==> src/design/fgpi_pkg.sv <==
`default_nettype none
// ----------------------------------------------------------------------------
// Fuzzy-gain PI controller: shared definitions
// Widths, reset values, rule tables, controller command and state types, and
// the saturation, clamp and membership functions used by the datapath.
// ----------------------------------------------------------------------------
package fgpi_pkg;

    localparam int FRAC_BITS = 16;
    localparam int DATA_W    = 32;
    localparam int SCALE_W   = DATA_W - 1;
    localparam int MUL_W     = DATA_W + 1;
    localparam int PROD_W    = 2 * MUL_W;
    localparam int SP_W      = PROD_W - FRAC_BITS;
    localparam int SUM_W     = SP_W + 1;
    localparam int WGT_W     = FRAC_BITS + 1;
    localparam int WPR_W     = 2 * FRAC_BITS + 1;
    localparam int RULE_W    = 4;
    localparam int ACC_W     = 2 * FRAC_BITS + 4;
    localparam int QT_W      = FRAC_BITS + 4;
    localparam int SEG_W     = 3;
    localparam int CFG_IDX_W = 3;

    localparam logic [WGT_W-1:0]         ONE      = {1'b1, {FRAC_BITS{1'b0}}};
    localparam logic signed [SP_W-1:0]   Q_MAX    = SP_W'(6) <<< FRAC_BITS;
    localparam logic signed [SP_W-1:0]   Q_MIN    = -Q_MAX;
    localparam logic [QT_W-1:0]          Q_OFS    = QT_W'(6) << FRAC_BITS;
    localparam logic [SEG_W-1:0]         SEG_LAST = SEG_W'(5);
    localparam logic signed [DATA_W-1:0] DATA_MAX = {1'b0, {(DATA_W-1){1'b1}}};
    localparam logic signed [DATA_W-1:0] DATA_MIN = {1'b1, {(DATA_W-1){1'b0}}};

    localparam logic signed [DATA_W-1:0] UNITY_RST     = DATA_W'(ONE);
    localparam logic [SCALE_W-1:0]       ERR_SCALE_RST = SCALE_W'(ONE);
    localparam logic signed [DATA_W-1:0] OUT_MAX_RST   = DATA_W'(100) <<< FRAC_BITS;
    localparam logic signed [DATA_W-1:0] OUT_MIN_RST   = -OUT_MAX_RST;

    localparam int RULE_KP [7][7] = '{
        '{ 6,  6,  4,  4,  2,  0,  0},
        '{ 6,  6,  4,  2,  2,  0,  0},
        '{ 4,  4,  4,  2,  0, -2, -2},
        '{ 4,  4,  2,  0, -2, -4, -4},
        '{ 2,  2,  0, -2, -2, -4, -4},
        '{ 2,  0, -2, -4, -4, -4, -6},
        '{ 0,  0, -4, -4, -4, -6, -6}};

    localparam int RULE_KI [7][7] = '{
        '{-6, -6, -4, -4, -2,  0,  0},
        '{-6, -6, -4, -2, -2,  0,  0},
        '{-6, -4, -2, -2,  0,  2,  2},
        '{-4, -4, -2,  0,  2,  4,  4},
        '{-4, -2,  0,  2,  2,  4,  6},
        '{ 0,  0,  2,  2,  4,  6,  6},
        '{ 0,  0,  2,  4,  4,  6,  6}};

    typedef enum logic [CFG_IDX_W-1:0] {
        REG_KP_BASE,
        REG_KI_BASE,
        REG_ERROR_SCALE,
        REG_KP_ADJUST_SCALE,
        REG_KI_ADJUST_SCALE,
        REG_OUT_MIN,
        REG_OUT_MAX,
        REG_FEEDFORWARD_GAIN
    } cfg_reg_t;

    typedef enum logic [3:0] {
        MUL_NONE,
        MUL_QE,
        MUL_QEC,
        MUL_WGT,
        MUL_FF,
        MUL_AP,
        MUL_AI,
        MUL_KP,
        MUL_KI
    } mul_op_t;

    typedef enum logic [3:0] {
        WB_NONE,
        WB_LOAD,
        WB_DIFF,
        WB_QE,
        WB_QEC,
        WB_WGT,
        WB_FF,
        WB_KP,
        WB_KI,
        WB_PTERM,
        WB_INT,
        WB_DRIVE,
        WB_OUT
    } wb_op_t;

    typedef enum logic [3:0] {
        ST_IDLE,
        ST_DIFF,
        ST_QE,
        ST_QEC,
        ST_W00,
        ST_W01,
        ST_W10,
        ST_W11,
        ST_WLAST,
        ST_ADJ_P,
        ST_ADJ_I,
        ST_KP,
        ST_KI,
        ST_INT,
        ST_DRIVE,
        ST_OUT
    } state_t;

    typedef struct packed {
        wb_op_t  wb;
        mul_op_t mul;
        logic    sel_i;
        logic    sel_j;
    } dp_cmd_t;

    typedef struct packed {
        logic             ok;
        logic [SEG_W-1:0] seg;
        logic [WGT_W-1:0] w_lo;
        logic [WGT_W-1:0] w_hi;
    } memb_t;

    function automatic logic signed [DATA_W-1:0] sat32(input logic signed [SUM_W-1:0] x);
        if (x > SUM_W'(DATA_MAX)) begin
            return DATA_MAX;
        end else if (x < SUM_W'(DATA_MIN)) begin
            return DATA_MIN;
        end
        return DATA_W'(x);
    endfunction

    // The lower limit is tested first, so inverted limits favour the lower one.
    function automatic logic signed [DATA_W-1:0] clamp32(input logic signed [SUM_W-1:0] x,
                                                         input logic signed [DATA_W-1:0] lo,
                                                         input logic signed [DATA_W-1:0] hi);
        if (x < SUM_W'(lo)) begin
            return lo;
        end else if (x > SUM_W'(hi)) begin
            return hi;
        end
        return DATA_W'(x);
    endfunction

    // Segment and triangular weights of a quantised value; the top segment
    // also takes the upper end of the universe.
    function automatic memb_t memb(input logic signed [SP_W-1:0] q);
        memb_t            r;
        logic [QT_W-1:0]  t;
        r.ok = (q >= Q_MIN) && (q <= Q_MAX);
        t = q[QT_W-1:0] + Q_OFS;
        if (t[QT_W-1:FRAC_BITS+1] > SEG_LAST) begin
            r.seg  = SEG_LAST;
            r.w_hi = ONE;
        end else begin
            r.seg  = t[QT_W-1:FRAC_BITS+1];
            r.w_hi = {1'b0, t[FRAC_BITS:1]};
        end
        r.w_lo = ONE - r.w_hi;
        return r;
    endfunction

endpackage
`default_nettype wire

==> src/design/fgpi_ctrl.sv <==
`default_nettype none
// ----------------------------------------------------------------------------
// Fuzzy-gain PI controller: sequencer
// Steps each sample through the datapath, issuing at most one multiplier operation and
// at most one write-back per cycle, and owns the result valid flag.
// ----------------------------------------------------------------------------
module fgpi_ctrl (
    input  wire logic              aclk,
    input  wire logic              aresetn,
    input  wire logic              s_valid,
    output logic                   s_ready,
    output logic                   m_valid,
    input  wire logic              m_ready,
    output fgpi_pkg::dp_cmd_t      cmd
);
    import fgpi_pkg::*;

    state_t state_reg;
    state_t state_next;
    logic   m_valid_reg;
    logic   m_valid_next;

    always_ff @(posedge aclk) begin
        if (!aresetn) begin
            state_reg   <= ST_IDLE;
            m_valid_reg <= 1'b0;
        end else begin
            state_reg   <= state_next;
            m_valid_reg <= m_valid_next;
        end
    end

    always_comb begin
        state_next   = state_reg;
        m_valid_next = m_valid_reg && !m_ready;
        s_ready      = 1'b0;
        cmd.wb       = WB_NONE;
        cmd.mul      = MUL_NONE;
        cmd.sel_i    = 1'b0;
        cmd.sel_j    = 1'b0;
        case (state_reg)
            ST_IDLE: begin
                s_ready = 1'b1;
                if (s_valid) begin
                    cmd.wb     = WB_LOAD;
                    state_next = ST_DIFF;
                end
            end
            ST_DIFF: begin
                cmd.wb     = WB_DIFF;
                cmd.mul    = MUL_QE;
                state_next = ST_QE;
            end
            ST_QE: begin
                cmd.wb     = WB_QE;
                cmd.mul    = MUL_QEC;
                state_next = ST_QEC;
            end
            ST_QEC: begin
                cmd.wb     = WB_QEC;
                state_next = ST_W00;
            end
            ST_W00: begin
                cmd.mul    = MUL_WGT;
                state_next = ST_W01;
            end
            ST_W01: begin
                cmd.wb     = WB_WGT;
                cmd.mul    = MUL_WGT;
                cmd.sel_j  = 1'b1;
                state_next = ST_W10;
            end
            ST_W10: begin
                cmd.wb     = WB_WGT;
                cmd.mul    = MUL_WGT;
                cmd.sel_i  = 1'b1;
                state_next = ST_W11;
            end
            ST_W11: begin
                cmd.wb     = WB_WGT;
                cmd.mul    = MUL_WGT;
                cmd.sel_i  = 1'b1;
                cmd.sel_j  = 1'b1;
                state_next = ST_WLAST;
            end
            ST_WLAST: begin
                cmd.wb     = WB_WGT;
                cmd.mul    = MUL_FF;
                state_next = ST_ADJ_P;
            end
            ST_ADJ_P: begin
                cmd.wb     = WB_FF;
                cmd.mul    = MUL_AP;
                state_next = ST_ADJ_I;
            end
            ST_ADJ_I: begin
                cmd.wb     = WB_KP;
                cmd.mul    = MUL_AI;
                state_next = ST_KP;
            end
            ST_KP: begin
                cmd.wb     = WB_KI;
                cmd.mul    = MUL_KP;
                state_next = ST_KI;
            end
            ST_KI: begin
                cmd.wb     = WB_PTERM;
                cmd.mul    = MUL_KI;
                state_next = ST_INT;
            end
            ST_INT: begin
                cmd.wb     = WB_INT;
                state_next = ST_DRIVE;
            end
            ST_DRIVE: begin
                cmd.wb     = WB_DRIVE;
                state_next = ST_OUT;
            end
            ST_OUT: begin
                if (!m_valid_reg || m_ready) begin
                    cmd.wb       = WB_OUT;
                    m_valid_next = 1'b1;
                    state_next   = ST_IDLE;
                end
            end
            default: begin
                state_next = ST_IDLE;
            end
        endcase
    end

    assign m_valid = m_valid_reg;

    // A waiting result is never overwritten before it has been transferred.
    a_no_overwrite: assert property (@(posedge aclk) disable iff (!aresetn)
        (cmd.wb == WB_OUT) |-> (!m_valid_reg || m_ready))
        else $error("result register loaded while a result was pending");

    a_valid_from_out: assert property (@(posedge aclk) disable iff (!aresetn)
        $rose(m_valid_reg) |-> $past(state_reg == ST_OUT))
        else $error("result valid raised outside the output step");

    a_busy_after_accept: assert property (@(posedge aclk) disable iff (!aresetn)
        (s_valid && s_ready) |=> (state_reg == ST_DIFF && !s_ready))
        else $error("sequencer did not start after an input transfer");

endmodule
`default_nettype wire

==> config.mk <==
export PLATFORM = sky130hd
export DESIGN_NAME = fgpi_ctrl
export DESIGN_NICKNAME = d
export VERILOG_FILES = /design/src/design/fgpi_pkg.sv /design/src/design/fgpi_ctrl.sv
export SDC_FILE = /design/constraint.sdc
export NUM_CORES = 1
export LEC_CHECK = 0
export ABC_AREA = 1
export BUFFER_PORTS_ARGS = -buffer_cell sky130_fd_sc_hd__buf_2
export CORE_AREA = 2 2 39 41
export CTS_BUF_LIST = sky130_fd_sc_hd__clkbuf_4 sky130_fd_sc_hd__clkbuf_8 sky130_fd_sc_hd__clkbuf_16
export DETAILED_ROUTE_END_ITERATION = 10
export DIE_AREA = 0 0 41 43
export HOLD_SLACK_MARGIN = 0.15
export PLACE_DENSITY_LB_ADDON = 0.08
export REMOVE_ABC_BUFFERS = 1
export SLEW_MARGIN = 40
export SYNTH_ARGS = -nofsm -noshare
export SYNTH_HDL_FRONTEND = slang
export SYNTH_SLANG_ARGS = --single-unit
export TNS_END_PERCENT = 5
==> constraint.sdc <==
create_clock -name aclk -period 1.5 [get_ports aclk]
set_input_delay 0.3 -clock aclk [delete_from_list [all_inputs] [get_ports aclk]]
set_output_delay 0.3 -clock aclk [all_outputs]
set_load 0.03 [all_outputs]
==> impl_results.md, run 1 <==
- Worst Setup Slack, final: -358 ps
- Hold Buf Count CTS: 0
- Full die area: 1760 um^2
- Initial core utilization: 38.4%
- Critical Path AT: 1560 ps
- Initial antenna violation count: 0
- # fillers: 99
- # DRC: 0
- H-tree levels: 1
- Failing checks: setup timing
- Final wirelength: 1.76 mm
- YS warnings: 0
- Worst setup SP type: flop
- Root buf cell: clkbuf_4
- Tcrit/Tclk final: 124%
- VDD IR max: 1.59 mV
- Post-DR wirelength/cell: 11.8 um
- Period minus WS final: 1860 ps
- Int Power: 1.10 mW
- Synthesized cell area: 532 um^2
- Max FFs per register: 4
- Worst Setup End Kind: output pin
- Logic pwr share: 80.4%
- Drt first pass iters: 4
- Placed inst area: 790 um^2
- Worst Max-Slew Pin Slew: 282 ps
- Seq/Total Area, Yosys: 18.8%
- Status: finished, violations left
- Switching share of power: 47.7%
- Num rows: 14
- Leakage: 0.531 nW
- Largest family of logic cells by synthesized area: simple AND/OR/NAND/NOR gates
- Clk pin slew, worst setup/hold paths: 40 ps
- GRT Total Usage: 23.9%
- Layout cells sized above 1: 64.7%
- Die Y: 43 um
- RSZ-0062 raised after global routing: yes
- Placed Cells: 139
- Antenna Violating Nets Remaining: 0
- Final Slew Violations: 0
- PwrDens: 1970 nW/um^2
- Via/cell ratio: 4.88
- Vias: 727
- CP Class: reg -> out
- Hpwl dp: 1.14 mm
- Crit Path Max Fanout: 3
- Synthesized area per cell: 6.04 um^2
- Post-Layout Cell Count: 149
- Setup violations, final: 13
- Global route total overflow: 0
- Area grow syn2layout: 100%
- TritonCTS clock tree: yes
- Peak Freq: 538 MHz
- Final GP Congestion: 0.773
- Nets@finish: 142
- Compound-Gate Fraction of Synth Area: 20.2%
- Hold crit path type: in -> reg
- Skew-Pair Late Insertion Delay: 240 ps
- FF-to-FF setup slack: -130 ps
- Core box area: 1380 um^2
- Max_slew headroom: 81.0%
- Worst hold margin: 302 ps
- Port Buffer Count: 15
- Mux contribution to synthesized area: 0%
- Simple-gate share of the synthesized area: 37.4%
- Io pins: 16
- Post-synthesis cell type count: 17
- #FFs+latches synth: 5
- Vias in the first global route: 673
- Xor/xnor share of the synthesized area: 0%
- WP data required: 1200 ps
- Max-cap viol count: 0
- First-pass GRT wire length: 2.79 mm
- Synth Area in Adders: 9.41%
- Maximum buffer depth of the clock tree: 2
- Largest net degree at the start of global routing: 8
- Fin. Hold Viols: 0
- Finished Cell Area: 1070 um^2
- CTS sink cnt: 5
- Initial drt markers: 7
- NetSw: 1.00 mW
- Skew final: 4.34 ps
- Antenna Cells: 0
- Sequential share of power: 11.4%
- Synth Instances: 88
- Clock network power share: 8.1%
- Total CTS buffers: 3
- Die Wd: 41 um
-- power groups by stage --
stage          clock network (mW)  logic (mW)  registers, mW
2_1_floorplan                   0       0.696          0.194
3_3_place_gp                    0        1.20          0.195
3_5_place_dp                    0        1.20          0.195
4_1_cts                     0.181        1.53          0.250
5_1_grt                     0.187        1.83          0.243
6_report                    0.171        1.69          0.240
-- per-layer routing --
layer	routed length, um	track usage, %
met5	0	0
met4	70	18.7
met3	91	4.71
met2	882	35.0
met1	716	28.7
-- worst max-delay path, cell delays in order, from the launching register on --
cell,delay [ps]
dfxtp_4,350
buf_12,130
ha_4,160
inv_4,70
nand2_2,50
nand2_2,80
nand2_2,70
a21oi_2,150
o21ai_1,90
buf_4,170
-- final cells by class --
class	instances	area, um^2	share of cell area [%]
clock buffer	4	30.0	2.82
sequential	5	109	10.2
multi-input combinational	63	465	43.7
tap	16	20.0	1.88
inverter	20	87.6	8.22
timing repair buffer	41	354	33.2
-- per-stage QoR --
step | setup TNS [ps] | setup WS, ps | total power [mW] | utilization, %
floorplan | -651 | -193 | 0.891 | -
global placement | -893 | -165 | 1.40 | 57.1
detailed placement | -743 | -181 | 1.40 | 57.1
CTS | -2010 | -247 | 1.96 | 74.1
global route | -3650 | -440 | 2.26 | 77.0
finish | -2610 | -358 | 2.11 | 77.0
-- cell usage in the layout, fill, tap and decap left out, types with 2 or more instances in the layout --
cell	Yosys	layout
inv_1	15	8
buf_6	0	9
nand2_2	4	9
inv_2	5	7
buf_12	0	2
nor2_1	7	6
o21ai_1	5	6
dfxtp_4	0	2
nand2_1	19	14
inv_4	0	5
a21oi_1	9	7
buf_2	0	5
nor2_4	3	5
clkbuf_4	0	4
dfxtp_1	5	2
ha_4	0	4
buf_4	0	25
o21ai_0	4	2
nand3_2	1	4
-- cell usage after synthesis --
cell type | n | area (um^2)
inv_2 | 5 | 18.8
a21oi_1 | 9 | 45.0
nor2_2 | 1 | 6.26
o211ai_1 | 1 | 7.51
o211a_1 | 1 | 10.0
nand3_2 | 1 | 10.0
ha_1 | 4 | 50.1
nand2_2 | 4 | 25.0
nand2_1 | 19 | 71.3
o21ai_1 | 5 | 25.0
nor2_1 | 7 | 26.3
o21ai_0 | 4 | 20.0
nor2_4 | 3 | 33.8
inv_1 | 15 | 56.3
nand3_1 | 3 | 15.0
nand2_4 | 1 | 11.3
dfxtp_1 | 5 | 100
-- cells by family after synthesis --
logic type,count (synthesis)
and+or+nand+nor,39
AOI/OAI and AO/OA,20
buffers and inverters,20
DFF,5
adders and majority gates,4
-- final timing paths --
path	from	endpoint	cells past startpoint
setup / recovery	state_reg[1]$_SDFFE_PN0P_	cmd[3]	9
hold / removal	aresetn	state_reg[1]$_SDFFE_PN0P_	3
setup reg to reg	state_reg[1]$_SDFFE_PN0P_	state_reg[0]$_SDFFE_PN0P_	13
hold reg to reg	m_valid$_SDFF_PN0_	m_valid$_SDFF_PN0_	4
-- what timing repair did --
item	in CTS	in global routing
endpoints found under the setup margin	13	14
gates resized for setup	54	7
endpoints found under the hold margin	0	0
pin swaps	13	7
buffers inserted	5	1
No activity file was read; power rests on OpenSTA's default activity.
==> inputs of run 2 (changes only) <==
--- a/config.mk
+++ b/config.mk
@@ -8,7 +8,6 @@
 export ABC_AREA = 1
 export BUFFER_PORTS_ARGS = -buffer_cell sky130_fd_sc_hd__buf_2
 export CORE_AREA = 2 2 39 41
-export CTS_BUF_LIST = sky130_fd_sc_hd__clkbuf_4 sky130_fd_sc_hd__clkbuf_8 sky130_fd_sc_hd__clkbuf_16
 export DETAILED_ROUTE_END_ITERATION = 10
 export DIE_AREA = 0 0 41 43
 export HOLD_SLACK_MARGIN = 0.15
==> constraint.sdc (replaced) <==
create_clock -name aclk -period 1.75 [get_ports aclk]
set_input_delay 0.35 -clock aclk [delete_from_list [all_inputs] [get_ports aclk]]
set_output_delay 0.35 -clock aclk [all_outputs]
set_load 0.03 [all_outputs]
==> impl_results.md, run 2 (same netlist as run 1, synthesis figures left out) <==
- DP Worst Slack: -1.99 ps
- Full die area: 1760 um^2
- H-tree levels: 1
- Port Buffer Count: 15
- Largest net degree at the start of global routing: 8
- Tcrit/Tclk final: 103%
- Critical path launch point: state_reg[0]$_SDFFE_PN0P_
- Global route total overflow: 0
- Max FFs per register: 4
- Placed inst area: 672 um^2
- Final wirelength: 1.33 mm
- Reg2reg start: state_reg[1]$_SDFFE_PN0P_
- # fillers: 129
- Final GP Congestion: 0.749
- Io pins: 16
- Sequential Area: 110 um^2
- Fin. Hold Viols: 0
- Period minus WS final: 1800 ps
- Worst Setup End Kind: output pin
- RSZ-0062 raised after global routing: yes
- Total Power: 1.42 mW
- Worst hold margin: 358 ps
- Critical Path AT: 1450 ps
- Setup violations, final: 5
- Area grow syn2layout: 56.5%
- Num rows: 14
- Drt first pass iters: 3
- Commonest non-fill, non-tap cell in the layout: nand2_1
- Most frequent cells in the layout: nand2_1, buf_4, inv_1, buf_2
- Leakage: 0.421 nW
- Final Slew Violations: 0
- Skew final: 0.321 ps
- Die Y: 43 um
- Initial drt markers: 7
- Clk pin slew, worst setup/hold paths: 40 ps
- Total CTS buffers: 3
- Worst Max-Slew Pin Slew: 179 ps
- Layout Utilization: 60.1%
- Vias: 610
- Max_slew headroom: 87.9%
- CP Class: reg -> out
- Maximum buffer depth of the clock tree: 2
- Placed Cells: 125
- PwrDens: 1710 nW/um^2
- Failing checks: setup timing
- Antenna Violating Nets Remaining: 0
- # DRC: 0
- Status: finished, violations left
- Nets@finish: 124
- Core box area: 1380 um^2
- Fin Setup TNS: -223 ps
- Peak Freq: 555 MHz
- Crit Path Max Fanout: 4
- Skew-Pair Late Insertion Delay: 240 ps
- Hpwl dp: 1.10 mm
- Max-cap viol count: 0
- Hold crit path type: in -> reg
- Root buf cell: clkbuf_4
- Multi-input gate area in the final layout: 433 um^2
- TritonCTS clock tree: yes
- Hold path startpoint: aresetn
- VDD IR max: 1.01 mV
- Post-DR wirelength/cell: 10.2 um
- Initial core utilization: 38.4%
- Worst Setup Slack, final: -50.3 ps
- Vias in the first global route: 539
- Layout cells sized above 1: 53.0%
- Via/cell ratio: 4.66
- WP data required: 1400 ps
- Antenna Cells: 0
- First-pass GRT wire length: 2.11 mm
- Finished Cell Area: 832 um^2
- GRT Total Usage: 18.2%
- CTS sink cnt: 5
- Die Wd: 41 um
- Worst setup SP type: flop
- Initial antenna violation count: 0
- Post-Layout Cell Count: 131
-- run 2: changes by cell type in the layout (fill, tap and decap cells not counted), sizes merged --
| cell | previous run | this run |
|---|---|---|
| buf | 41 | 23 |
-- run 2: per-layer routing --
layer | up-vias | global-route usage [%] | wire (um)
met5 | - | 0 | 0
met1 | 260 | 19.9 | 619
met3 | 4 | 3.14 | 46
met4 | 0 | 14.0 | 31
li1 | 335 | - | -
met2 | 11 | 28.7 | 636
-- run 2: repair_timing --
action	in CTS	in global routing
gates resized for setup	42	0
setup endpoints to repair	8	7
setup buffers	2	0
pin swaps	7	1
hold buffers	0	0
-- run 2: final timing paths --
path / endpoint / slack [ps] / cells after the start
setup / recovery: cmd[3] / -50 / 9
hold / removal: state_reg[1]$_SDFFE_PN0P_ / 360 / 3
setup reg to reg: state_reg[0]$_SDFFE_PN0P_ / 290 / 13
hold reg to reg: state_reg[1]$_SDFFE_PN0P_ / 540 / 2
-- run 2: worst max-delay path, cell delays in order (launching register included) --
cell     delay (ps)
dfxtp_4         380
inv_4            60
ha_4            160
inv_2            60
nand2_2          50
nand2_2          80
nand2_2          70
a21oi_2         110
o21ai_1          80
buf_4           170
-- run 2: power breakdown --
part	internal, mW	leakage (nW)	switching [mW]	total (mW)
combinational	0.443	0.363	0.632	1.07
clock	0.0859	0.0150	0.0421	0.128
sequential	0.158	0.0430	0.0593	0.217
total	0.687	0.421	0.733	1.42
-- run 2: final cells by class --
type	count	area share [%]
clock buffer	4	3.16
inverter	20	10.2
multi-input combinational	63	52.0
sequential	5	13.2
tap	16	2.41
timing repair buffer	23	18.9
